===== config.mk =====
export PLATFORM = sky130hd
export DESIGN_NAME = lru_writeback_block_cache_directory
export DESIGN_NICKNAME = d
export VERILOG_FILES = /design/src/sv/lwbcd_pkg.sv /design/src/sv/lwbcd_ram.sv /design/src/sv/lwbcd_out.sv /design/src/sv/lru_writeback_block_cache_directory.sv
export SDC_FILE = /design/constraint.sdc
export NUM_CORES = 2
export LEC_CHECK = 0
export BUFFER_PORTS_ARGS = -buffer_cell sky130_fd_sc_hd__buf_2
export CORE_MARGIN = 3
export CORE_UTILIZATION = 60
export DETAILED_ROUTE_END_ITERATION = 16
export GPL_ROUTABILITY_DRIVEN = 1
export GPL_TIMING_DRIVEN = 1
export PLACE_DENSITY = 0.75
export SYNTH_ARGS = -nofsm -noshare
export SYNTH_HDL_FRONTEND = slang
export SYNTH_SLANG_ARGS = --single-unit

===== constraint.sdc =====
create_clock -name clk -period 20.8 [get_ports clk]
set_input_delay 3.12 -clock clk [delete_from_list [all_inputs] [get_ports clk]]
set_output_delay 3.12 -clock clk [all_outputs]
set_load 0.02 [all_outputs]

===== src/sv/lwbcd_pkg.sv =====
// ---------------------------------------------------------------------------
// lwbcd_pkg
// Shared command and result kind codes, widths and result type of the cache directory.
// ---------------------------------------------------------------------------
package lwbcd_pkg;
	localparam logic [1:0] CMD_READ  = 2'd0;
	localparam logic [1:0] CMD_WRITE = 2'd1;
	localparam logic [1:0] CMD_FLUSH = 2'd2;
	localparam logic [1:0] CMD_NOP   = 2'd3;

	localparam logic [2:0] KIND_HIT   = 3'd0;
	localparam logic [2:0] KIND_MISS  = 3'd1;
	localparam logic [2:0] KIND_WDONE = 3'd2;
	localparam logic [2:0] KIND_WB    = 3'd3;
	localparam logic [2:0] KIND_CLEAN = 3'd4;
	localparam logic [2:0] KIND_FDONE = 3'd5;

	localparam int LEN_W   = 25;
	localparam int TOTAL_W = 34;
	localparam int CAP_W   = 32;

	typedef struct packed {
		logic [2:0]       kind;
		logic [19:0]      piece;
		logic [23:0]      offs;
		logic [LEN_W-1:0] len;
		logic             last;
	} result_t;
endpackage


===== src/sv/lwbcd_ram.sv =====
// ---------------------------------------------------------------------------
// lwbcd_ram
// Generic single-port RAM with registered read data.
// ---------------------------------------------------------------------------
module lwbcd_ram #(
	parameter int WIDTH = 8,
	parameter int DEPTH = 32
) (
	input  logic                     clk,
	input  logic                     we,
	input  logic [$clog2(DEPTH)-1:0] addr,
	input  logic [WIDTH-1:0]         wdata,
	output logic [WIDTH-1:0]         rdata
);
	logic [WIDTH-1:0] mem_q [DEPTH];

	always_ff @(posedge clk) begin
		if (we) begin
			mem_q[addr] <= wdata;
		end
		rdata <= mem_q[addr];
	end
endmodule


===== src/sv/lwbcd_out.sv =====
// ---------------------------------------------------------------------------
// lwbcd_out
// Output register: holds one result item until the receiver takes it.
// ---------------------------------------------------------------------------
module lwbcd_out import lwbcd_pkg::*; (
	input  logic    clk,
	input  logic    arst_n,
	input  logic    push,
	input  result_t din,
	output logic    full,
	input  logic    stall,
	output result_t dout,
	output logic    valid
);
	logic    valid_q;
	result_t data_q;

	always_ff @(posedge clk or negedge arst_n) begin
		if (!arst_n) begin
			valid_q <= 1'b0;
		end else if (push) begin
			valid_q <= 1'b1;
		end else if (!stall) begin
			valid_q <= 1'b0;
		end
	end

	always_ff @(posedge clk) begin
		if (push) begin
			data_q <= din;
		end
	end

	assign full  = valid_q && stall;
	assign valid = valid_q;
	assign dout  = data_q;
endmodule


===== src/sv/lru_writeback_block_cache_directory.sv =====
// ---------------------------------------------------------------------------
// lru_writeback_block_cache_directory
// Byte-budgeted LRU write-back block cache directory.
// ---------------------------------------------------------------------------
// An item takes a sequenced walk over the entry table: one entry is read
// from the key/size RAM per cycle while the walk is not held at an entry.
// A write checks the budget, evicts the LRU entry while over budget,
// walks for its key, then allocates (evicting the LRU victim of a full
// directory) and writes; a read walks for its key, ends on a hit and goes
// on as a write on a miss; a flush walks the table, emitting dirty entries.
// A stalled output holds the item in its emitting state. The single RAM
// port sets the pace of the walk. The block is not ready while an item
// is in work, and takes a capacity write only while idle with no item
// offered. Valid, dirty and recency ranks sit in flip-flops and reset at
// once.
module lru_writeback_block_cache_directory import lwbcd_pkg::*; #(
	parameter int ENTRIES         = 32,
	parameter int KEY_PIECE_BITS  = 20,
	parameter int KEY_OFFSET_BITS = 24
) (
	input  logic             clk,
	input  logic             arst_n,
	input  logic             in_valid,
	output logic             in_stall,
	input  logic [1:0]       cmd,
	input  logic [19:0]      piece_num,
	input  logic [23:0]      block_offset,
	input  logic [24:0]      length,
	output logic             out_valid,
	input  logic             out_stall,
	output logic [2:0]       kind,
	output logic [19:0]      piece_index_out,
	output logic [23:0]      block_offset_out,
	output logic [24:0]      length_out,
	output logic             last,
	input  logic             cfg_valid,
	output logic             cfg_ready,
	input  logic [31:0]      cfg_data
);
	localparam int IW    = $clog2(ENTRIES);
	localparam int KW    = KEY_PIECE_BITS + KEY_OFFSET_BITS;
	localparam int DW    = KW + LEN_W;
	localparam int CW    = $clog2(ENTRIES + 1);

	localparam logic [3:0] ST_IDLE  = 4'd0;
	localparam logic [3:0] ST_BUDG  = 4'd1; // check budget, start LRU walk if over it, else key walk
	localparam logic [3:0] ST_LRU   = 4'd2; // find max rank among valid
	localparam logic [3:0] ST_VRD   = 4'd3; // read victim
	localparam logic [3:0] ST_VEMIT = 4'd4;
	localparam logic [3:0] ST_FIND  = 4'd5; // walk RAM comparing key
	localparam logic [3:0] ST_ALLOC = 4'd6;
	localparam logic [3:0] ST_WR    = 4'd7;
	localparam logic [3:0] ST_DONE  = 4'd8;
	localparam logic [3:0] ST_FLUSH = 4'd9;
	localparam logic [3:0] ST_FEMIT = 4'd10;
	localparam logic [3:0] ST_RFIND = 4'd11; // read lookup walk
	localparam logic [3:0] ST_FRD   = 4'd12; // read dirty entry for flush

	logic [3:0]          state_q;
	logic [ENTRIES-1:0]  valid_q, dirty_q;
	logic [IW-1:0]       rank_q [ENTRIES];
	logic [TOTAL_W-1:0]  total_q;
	logic [CAP_W-1:0]    cap_q;
	logic [1:0]          cmd_q;
	logic [KW-1:0]       key_q;
	logic [LEN_W-1:0]    len_q;
	logic [CW-1:0]       idx_q;
	logic [IW-1:0]       sel_q;
	logic                found_q;
	logic                full_dir_q; // victim comes from allocation

	logic                ram_we;
	logic [IW-1:0]       ram_addr;
	logic [DW-1:0]       ram_wdata, ram_rdata;
	logic [KW-1:0]       rd_key;
	logic [LEN_W-1:0]    rd_len;
	logic [IW-1:0]       prev_idx;
	logic                prev_ok;
	logic [IW-1:0]       free_idx;

	logic                push, ofull;
	result_t             res, oq;

	assign rd_key = ram_rdata[DW-1 -: KW];
	assign rd_len = ram_rdata[LEN_W-1:0];
	assign prev_idx = IW'(idx_q - CW'(1));
	assign prev_ok  = (idx_q != '0);

	// lowest numbered free entry
	always_comb begin
		free_idx = '0;
		for (int i = ENTRIES - 1; i >= 0; i--)
			if (!valid_q[i]) free_idx = IW'(i);
	end

	lwbcd_ram #(.WIDTH(DW), .DEPTH(ENTRIES)) u_ram (
		.clk(clk), .we(ram_we), .addr(ram_addr), .wdata(ram_wdata), .rdata(ram_rdata)
	);

	lwbcd_out u_out (
		.clk(clk), .arst_n(arst_n), .push(push), .din(res), .full(ofull),
		.stall(out_stall), .dout(oq), .valid(out_valid)
	);

	assign kind             = oq.kind;
	assign piece_index_out  = oq.piece;
	assign block_offset_out = oq.offs;
	assign length_out       = oq.len;
	assign last             = oq.last;

	assign in_stall  = (state_q != ST_IDLE);
	assign cfg_ready = (state_q == ST_IDLE) && !in_valid;

	function automatic result_t mk(logic [2:0] k, logic [KW-1:0] key,
			logic [LEN_W-1:0] l, logic lst);
		result_t r;
		r.kind  = k;
		r.piece = 20'(key[KW-1 -: KEY_PIECE_BITS]);
		r.offs  = 24'(key[KEY_OFFSET_BITS-1:0]);
		r.len   = l;
		r.last  = lst;
		return r;
	endfunction

	// address and write control
	always_comb begin
		ram_we    = 1'b0;
		ram_addr  = idx_q[IW-1:0];
		ram_wdata = {key_q, len_q};
		push      = 1'b0;
		res       = mk(KIND_HIT, key_q, len_q, 1'b0);
		unique case (state_q)
			ST_VRD, ST_VEMIT, ST_FRD, ST_FEMIT: ram_addr = sel_q;
			ST_WR: begin
				ram_addr = sel_q;
				ram_we   = 1'b1;
			end
			default: ;
		endcase
		if (state_q == ST_VEMIT && !ofull) begin
			push = 1'b1;
			res  = mk(dirty_q[sel_q] ? KIND_WB : KIND_CLEAN, rd_key, rd_len, 1'b0);
		end
		if (state_q == ST_DONE && !ofull) begin
			push = 1'b1;
			if (cmd_q == CMD_FLUSH) res = mk(KIND_FDONE, '0, '0, 1'b1);
			else if (cmd_q == CMD_WRITE) res = mk(KIND_WDONE, key_q, len_q, 1'b1);
			else if (found_q) res = mk(KIND_HIT, key_q, len_q, 1'b1);
			else res = mk(KIND_MISS, key_q, len_q, 1'b1);
		end
		if (state_q == ST_FEMIT && !ofull) begin
			push = 1'b1;
			res  = mk(KIND_WB, rd_key, rd_len, 1'b0);
		end
	end

	always_ff @(posedge clk or negedge arst_n) begin
		if (!arst_n) begin
			state_q    <= ST_IDLE;
			valid_q    <= '0;
			dirty_q    <= '0;
			total_q    <= '0;
			cap_q      <= CAP_W'(4194304);
			idx_q      <= '0;
			sel_q      <= '0;
			found_q    <= 1'b0;
			full_dir_q <= 1'b0;
			cmd_q      <= CMD_READ;
			for (int i = 0; i < ENTRIES; i++) rank_q[i] <= IW'(i);
		end else begin
			if (cfg_valid && cfg_ready) cap_q <= cfg_data;
			unique case (state_q)
				ST_IDLE: begin
					if (in_valid && cmd != CMD_NOP) begin
						cmd_q   <= cmd;
						key_q   <= {KEY_PIECE_BITS'(piece_num), KEY_OFFSET_BITS'(block_offset)};
						len_q   <= length;
						idx_q   <= '0;
						found_q <= 1'b0;
						state_q <= (cmd == CMD_FLUSH) ? ST_FLUSH :
							(cmd == CMD_READ) ? ST_RFIND : ST_BUDG;
					end
				end
				ST_RFIND: begin
					// RAM read data is registered, so it belongs to the previous address
					if (prev_ok && valid_q[prev_idx] && rd_key == key_q) begin
						if (rd_len >= len_q) begin
							found_q <= 1'b1;
							len_q   <= rd_len;
							sel_q   <= prev_idx;
							for (int i = 0; i < ENTRIES; i++)
								if (rank_q[i] < rank_q[prev_idx]) rank_q[i] <= rank_q[i] + 1'b1;
							rank_q[prev_idx] <= '0;
							state_q <= ST_DONE;
						end else begin
							state_q <= ST_BUDG;
						end
					end else if (idx_q == CW'(ENTRIES)) begin
						state_q <= ST_BUDG;
					end else begin
						idx_q <= idx_q + 1'b1;
					end
				end
				ST_BUDG: begin
					idx_q      <= '0;
					found_q    <= 1'b0;
					full_dir_q <= 1'b0;
					if (total_q > TOTAL_W'(cap_q) && valid_q != '0) state_q <= ST_LRU;
					else state_q <= ST_FIND;
				end
				ST_LRU: begin
					if (idx_q == CW'(ENTRIES)) begin
						state_q <= ST_VRD;
					end else begin
						if (valid_q[idx_q[IW-1:0]] &&
								(!found_q || rank_q[idx_q[IW-1:0]] > rank_q[sel_q])) begin
							sel_q   <= idx_q[IW-1:0];
							found_q <= 1'b1;
						end
						idx_q <= idx_q + 1'b1;
					end
				end
				ST_VRD: state_q <= ST_VEMIT;
				ST_VEMIT: begin
					if (!ofull) begin
						total_q        <= total_q - TOTAL_W'(rd_len);
						valid_q[sel_q] <= 1'b0;
						dirty_q[sel_q] <= 1'b0;
						found_q        <= 1'b0;
						idx_q          <= '0;
						state_q        <= full_dir_q ? ST_WR : ST_BUDG;
					end
				end
				ST_FIND: begin
					if (prev_ok && valid_q[prev_idx] && rd_key == key_q) begin
						total_q <= total_q - TOTAL_W'(rd_len);
						sel_q   <= prev_idx;
						state_q <= ST_WR;
					end else if (idx_q == CW'(ENTRIES)) begin
						state_q <= ST_ALLOC;
					end else begin
						idx_q <= idx_q + 1'b1;
					end
				end
				ST_ALLOC: begin
					if (valid_q != '1) begin
						sel_q   <= free_idx;
						state_q <= ST_WR;
					end else begin
						full_dir_q <= 1'b1;
						found_q    <= 1'b0;
						idx_q      <= '0;
						state_q    <= ST_LRU;
					end
				end
				ST_WR: begin
					if (full_dir_q && valid_q[sel_q]) begin
						state_q <= ST_VRD; // unreachable guard
					end else begin
						valid_q[sel_q] <= 1'b1;
						dirty_q[sel_q] <= (cmd_q == CMD_WRITE);
						total_q        <= total_q + TOTAL_W'(len_q);
						for (int i = 0; i < ENTRIES; i++)
							if (rank_q[i] < rank_q[sel_q]) rank_q[i] <= rank_q[i] + 1'b1;
						rank_q[sel_q] <= '0;
						found_q       <= 1'b0;
						state_q       <= ST_DONE;
					end
				end
				ST_DONE: if (!ofull) state_q <= ST_IDLE;
				ST_FLUSH: begin
					if (prev_ok && valid_q[prev_idx] && dirty_q[prev_idx]) begin
						sel_q   <= prev_idx;
						state_q <= ST_FRD;
					end else if (idx_q == CW'(ENTRIES)) begin
						state_q <= ST_DONE;
					end else begin
						idx_q <= idx_q + 1'b1;
					end
				end
				ST_FRD: state_q <= ST_FEMIT;
				ST_FEMIT: begin
					// rdata holds the entry at sel_q while the address stays there
					if (!ofull) begin
						dirty_q[sel_q] <= 1'b0;
						state_q        <= ST_FLUSH;
					end
				end
				default: state_q <= ST_IDLE;
			endcase
		end
	end
endmodule


# Word-level counts from Yosys, hierarchy flattened

Memory sizes are Yosys's and may differ from the RTL's. A register that Yosys moved wholly into a read port is not among the register bits.
Index checks and enable logic that the tools add are counted.

$add $sub $neg: 36
Order comparisons: 76
Equality and inequality tests: 40
Muxes and demuxes: 361
Bitwise operators: 11
Reductions and logical operators: 49

Operators with widths:

| cell                                         | number |
|---|---|
| two-way mux 5 bit                            | 272 |
| two-way mux 160 bit                          | 3 |
| AND 160 bit                                  | 2 |
| < comparator 5 bit                           | 64 |
| NOT 160 bit                                  | 2 |
| case mux 160 bit (2 select lines)            | 1 |
| two-way mux 73 bit                           | 3 |
| adder 5 x 1 -> 5 bit (second input constant) | 32 |
| two-way mux 32 bit                           | 4 |
| case mux 32 bit (2 select lines)             | 2 |
| two-way mux 34 bit                           | 3 |
| case mux 34 bit (3 select lines)             | 1 |
| binary-select mux 5 bit (select 5 bit)       | 3 |
| two-way mux 25 bit                           | 3 |
| two-way mux 72 bit                           | 1 |
| two-way mux 71 bit                           | 1 |
| two-way mux 70 bit                           | 1 |
| AND 32 bit                                   | 2 |
| two-way mux 4 bit                            | 15 |
| case mux 4 bit (13 select lines)             | 1 |
| demux 5 bit (select 5 bit)                   | 2 |
| case mux 25 bit (2 select lines)             | 1 |
| equality test 44 bit                         | 1 |
| case mux 6 bit (7 select lines)              | 1 |
| other kinds (55)                             | 152 |

Register bits: 452
RAM bits: 2208
Output and inout port bits: 76
Memories: 1

Memories:

| memory      | depth | width | rd ports | clocked after Yosys merged registers in | write ports | line            | source |
|---|---|---|---|---|---|---|---|
| u_ram.mem_q | 32    | 69    | 1        | 1                                       | 1           | lwbcd_ram.sv:15 | `logic [WIDTH-1:0] mem_q [DEPTH];` |

# Logic depth before layout (Yosys ltp)

Word-level depth: 34
Depth in mapped cells: 22
Mapped depth without buffers: 19

# By module

Synthesis repeated with hierarchy kept, for this count alone.

Cell total of the unflattened synthesis: 8238
Area total of the unflattened synthesis: 121521.5 um^2

Modules (own cells, without submodules):

| module                              | instances | cells an instance | area an instance (um^2) |
|---|---|---|---|
| lwbcd_ram                           | 1         | 4456              | 84848.9 |
| lru_writeback_block_cache_directory | 1         | 3706              | 34441.8 |
| lwbcd_out                           | 1         | 76                | 2230.9 |

# Worst setup path before layout

No wires, ideal clock.

Path type: reg-to-reg
From: reg idx_q[0]
To: reg rank_q[154] (netlist name)
Arrival: 7.237 ns
Data required time: 20.676 ns
Setup slack: 13.439 ns
Stages on the path, launching flop included: 22
Path buffers: 9
Clock period less this slack: 7.361 ns
Path through: dfrtp_1 -> buf_6 -> buf_6 -> buf_6 -> buf_2 -> buf_1 -> inv_1 -> ha_1 -> buf_2 -> buf_2 -> buf_2 -> clkbuf_1 -> mux4_2 -> mux4_2 -> mux2i_1 -> ha_1 -> or3_1 -> o21ai_0 -> a21oi_1 -> a31o_2 -> a221o_1 -> a211o_1

Longest elaborated chain between the ends: 14
Elaborated cells on any way between the ends: 27
Those cells by class: add/sub: 1; order compare: 3; eq/ne: 1; mux: 14; bitwise: 3; reduce/logical: 5

Ends and longest elaborated chain:

| element                                               | line                                                                                   | source |
|---|---|---|
| start, declared                                       | lru_writeback_block_cache_directory.sv:67                                              | `logic [CW-1:0] idx_q;` |
| start signal, assigned                                | lru_writeback_block_cache_directory.sv:201                                             | `idx_q <= idx_q + 1'b1;` |
| start signal, assigned                                | lru_writeback_block_cache_directory.sv:220                                             | `idx_q <= idx_q + 1'b1;` |
| start signal, assigned                                | lru_writeback_block_cache_directory.sv:242                                             | `idx_q <= idx_q + 1'b1;` |
| subtractor 5 x 1 -> 5 bit                             | lru_writeback_block_cache_directory.sv:86                                              | `assign prev_idx = IW'(idx_q - CW'(1));` |
| NOT 5 -> 6 bit (implied by the code)                  | lru_writeback_block_cache_directory.sv:192, lru_writeback_block_cache_directory.sv:193 |  |
| binary-select mux 5 bit (select 5 bit)                | lru_writeback_block_cache_directory.sv:192                                             | `if (rank_q[i] < rank_q[prev_idx]) rank_q[i] <= rank_q[i] + 1'b1;` |
| two-way mux 5 bit (implied by the code) (2 in series) | lru_writeback_block_cache_directory.sv:192                                             |  |
| < comparator 5 bit                                    | lru_writeback_block_cache_directory.sv:192                                             |  |
| two-way mux 5 bit                                     | lru_writeback_block_cache_directory.sv:192                                             |  |
| two-way mux 5 bit                                     | lru_writeback_block_cache_directory.sv:187                                             | `if (rd_len >= len_q) begin` |
| two-way mux 5 bit                                     | lru_writeback_block_cache_directory.sv:186                                             | `if (prev_ok && valid_q[prev_idx] && rd_key == key_q) begin` |
| two-way mux 5 bit                                     | lru_writeback_block_cache_directory.sv:172                                             | `unique case (state_q)` |
| AND 160 bit (no line)                                 | n/a                                                                                    |  |
| two-way mux 160 bit                                   | lru_writeback_block_cache_directory.sv:187                                             |  |
| two-way mux 160 bit                                   | lru_writeback_block_cache_directory.sv:186                                             |  |
| case mux 160 bit (2 select lines)                     | lru_writeback_block_cache_directory.sv:172                                             |  |
| end signal, assigned by index                         | lru_writeback_block_cache_directory.sv:193                                             | `rank_q[prev_idx] <= '0;` |
| end signal, assigned by index                         | lru_writeback_block_cache_directory.sv:265                                             | `rank_q[sel_q] <= '0;` |
| end, declared                                         | lru_writeback_block_cache_directory.sv:61                                              | `logic [IW-1:0] rank_q [ENTRIES];` |

Parallel ways exist; a longest one is shown, timed or not. The select of a mux whose other input is x is not followed.
A chain may end at the register's enable or synchronous reset.

# Final worst setup path

From: in in_valid
To: out cfg_ready

Longest elaborated chain between the ends: 2

Ends and longest elaborated chain:

| element           | line                                       | source |
|---|---|---|
| start, declared   | lru_writeback_block_cache_directory.sv:23  | `input logic in_valid,` |
| logical NOT 1 bit | lru_writeback_block_cache_directory.sv:112 | `assign cfg_ready = (state_q == ST_IDLE) && !in_valid;` |
| logical AND 1 bit | lru_writeback_block_cache_directory.sv:112 |  |
| end, declared     | lru_writeback_block_cache_directory.sv:37  | `output logic cfg_ready,` |

Every way passes these cells.

==> summary.md <==
| Metric | Value |
|---|---|
| Outcome | finished clean |
| Area occupied by multi-input gates | approximately 40,000 µm² |
| Resized Gates After CTS | 0 |
| Final period util | around a third |
| Syn_nets | around 8,500 |
| Nets | ~8,800 |
| Post-CTS Setup Inserts | 0 |
| Setup WS post-layout | ~14 ns |
| Layout area overhead | 11.3% |
| Post-synthesis cell type count | 94 |
| CP required | roughly 18 ns |
| Global-route wire length before repair | 529,000 µm |
| Iteration-0 DRC Markers | between 10,000 and 15,000 |
| FFs w/ async S/R, synth | a little under an eighth |
| HP Class | reg -> reg |
| Fin. max-slew vios | 0 |
| Fill cell instance count of the final layout | roughly 13,000 |
| Vias in the first global route | a little under 80,000 |
| DIE AREA | around 210,000 µm² |
| Synth Instances | 7,981 |
| GRT overflow | 0 |
| Max Fclk | 139 MHz |
| Layout cell share with drive strength beyond 1 | ~20% |
| Initial Util | 60.6% |
| Routability cong. | around 0.96 |
| I/O Pins | roughly 180 |
| Final ANT Viol Nets | 0 |
| Buffers plus inverters on the worst setup path | 2 |
| Clk slew on worst S/H paths | approximately 0.060 ns |
| DP Worst Slack | around 14 ns |
| Hold-fix buffers at CTS | 0 |
| CTS tree | built |
| Total of max-cap violations | 0 |
| Crit-path leading delay family | simple AND/OR/NAND/NOR gates |
| Slew headroom | roughly a tenth |
| Largest net degree at the start of global routing | between 90 and 100 |
| Synthesis-stage register bit count | about 2,700 |
| Critical path arrival | 4.08 ns |
| WL/cell | approximately 32 µm |
| Hold Vio Cnt, Final | 0 |
| Min Tclk post-route | between 7 and 8 ns |
| Vias per cell | between 7 and 8 |
| Drt total wl | 360,000 µm |
| Most common flop cell mapped by yosys | edfxtp_1 |
| Synth top area cells | edfxtp_1 58%, mux4_2 11%, dfrtp_1 4.7%, ha_1 4.0%, nand2_1 2.6% |
| Post-DP HPWL | about 200,000 µm |
| Die Height | roughly 460 µm |
| Die width | roughly 460 µm |
| Kind of start point of the critical path | input port |
| Longest Clk Path Bufs | 4 |
| Area share of the largest cell type after synthesis | roughly 58% |
| EDFF count, synth | between 2,000 and 2,500 |
| Pwr per Cell Area | 141 nW/µm² |
| Initial antenna violation count | 11 |
| Peak VDD IR | approximately 190 µV |
| Root Driver | clkbuf_16 |
| Total track usage | around 34% |
| Largest stage delay, worst path | slightly above 0.5 ns |
| Clock Sink Count | 2,729 |
| Final setup viols | 0 |
| Final clock skew | ~0.10 ns |
| Critical-path top delay cell | nor2_1 |
| Worst-Margin Slew | between 1 and 1.5 ns |
| Yosys warns | 0 |
| Rows | around 160 |
| Port Buffers | 183 |
| Worst-Skew Late Latency | 0.96 ns |
| RSZ-0062 raised after global routing | no |
| Core area | roughly 200,000 µm² |
| Num CTS Buffers | 289 |
| H-tree depth | 5 |
| Cell taking the most area after synthesis | edfxtp_1 |
| Syn Area/Cell | about 15 µm² |
| Crit path kind | in -> out |
| CP endpoint kind | output pin |
| DRC viols | 0 |
| Sequential cell area fraction in the yosys report | between 60% and 70% |
| 1st-pass router iterations | 9 |
| Reg area | roughly 80,000 µm² |
| Setup TNS Final | 0 ns |
| Routed vias | 78,980 |
| Worst-path cell chain | buf_2 > nor2_1 > buf_2 |
| Leak pwr | between 0.04 and 0.05 µW |
| Crit-path max FO | 2 |
| Synthesized cell area | 122,000 µm² |
| Most used cell, CP | buf_2 |
layout make-up:
type                       count  area share [%]
clock inverter               130           0.957
clock buffer                 370            5.75
multi-input combinational   4704            29.7
inverter                     137           0.380
tap                         2656            2.45
sequential                  2729            58.9
antenna                        8          0.0148
timing repair buffer         394            1.85
synthesized netlist by cell type (all sizes together), types with 29 or more instances:
master     n
buf      144
o211ai    64
or3       47
dfxtp     69
clkbuf   267
nand3    481
mux4     587
xor2      29
nor3      98
dfstp     81
o21a      46
nor2     263
a21o      55
a22o      94
o21ai    314
a21oi    309
nand2b    59
edfxtp  2350
xnor2     72
ha       390
nand4     87
mux2     109
o22ai     35
dfrtp    229
a22oi    213
o31ai     78
inv      137
nand2    854
nor4      32
mux2i     39
nor2b     40
a31oi     33
report_power, final:
group	total [µW]	switching [µW]	internal, µW
Sequential	6730	416	6320
Clock	5040	2100	2950
Combinational	7320	4500	2810
cell families (layout without fill, tap and decap cells):
logic type	Yosys count	count (layout)	share of synthesized area (%)
multiplexers	735	735	12.2
AND/OR/NAND/NOR	2044	2044	7.68
adder cells (fa/ha/maj)	392	392	4.03
flip-flops	2729	2729	65.6
buffers and inverters	548	1031	1.84
other	0	8	0
AO/OA/AOI/OAI	1432	1432	7.91
XOR/XNOR	101	101	0.739
metrics by stage:
stage	cell area, µm²	hold slack (ns)	utilization [%]	std cells	power (µW)
2_1_floorplan	122000	0.457	-	7981	11700
3_3_place_gp	126000	0.479	63.0	10620	13800
3_5_place_dp	126000	0.482	63.0	10620	14000
4_1_cts	135000	0.494	67.5	11120	19000
5_1_grt	135000	0.514	67.5	11124	19800
6_report	135000	0.490	67.5	11128	19100
registers in the layout, indices dropped and copies added, names as in the netlist, 2 cells and up, named ones only:
register and cells:
u_out.dout 73, u_ram.rdata 69, cmd_q 2, rank_q 160, total_q 34, cap_q 32, key_q 44, state_q 4
sel_q 5, len_q 25, idx_q 6, u_ram.mem_q 2208, dirty_q 32
metal layers:
| layer | vias up | part of all wire, % | routed length (µm) | track usage (%) |
|---|---|---|---|---|
| met2 | 5871 | 47 | 170000 | 54.0 |
| met1 | 39553 | 35 | 126000 | 45.0 |
| met4 | 2 | 7.0 | 25200 | 20.7 |
| met3 | 1298 | 11 | 39700 | 6.83 |
| li1 | 32256 | - | - | - |
| met5 | - | 0.0036 | 13 | 0 |
worst paths after layout:
check / depth (start not counted) / start / slack (ns) / endpoint
max: 3 / in_valid / 13.60 / cfg_ready
max in group asynchronous: 4 / arst_n / 16.10 / total_q[20]$_DFFE_PN0P_
min in group asynchronous: 1 / arst_n / 2.19 / rank_q[55]$_DFFE_PN0P_
min reg2reg: 1 / total_q[33]$_DFFE_PN0P_ / 0.49 / total_q[33]$_DFFE_PN0P_
max reg2reg: 10 / state_q[1]$_DFFE_PN0P_ / 14.34 / u_ram.mem_q[4][1]$_DFFE_PP_
min: 1 / total_q[33]$_DFFE_PN0P_ / 0.49 / total_q[33]$_DFFE_PN0P_
placed cells by master, fill, tap and decap left out, types with 106 or more instances in the layout:
cell type and count:
edfxtp_1 2350, ha_1 389, clkbuf_16 293, dfrtp_1 225, mux4_2 582, nor2_1 218, nand3_1 480, nand2_1 853
mux2_2 106, a22oi_1 213, buf_2 182, inv_1 137, o21ai_0 277, a21oi_1 301, buf_4 211
Note: power is estimated with default switching activity, not from simulation.
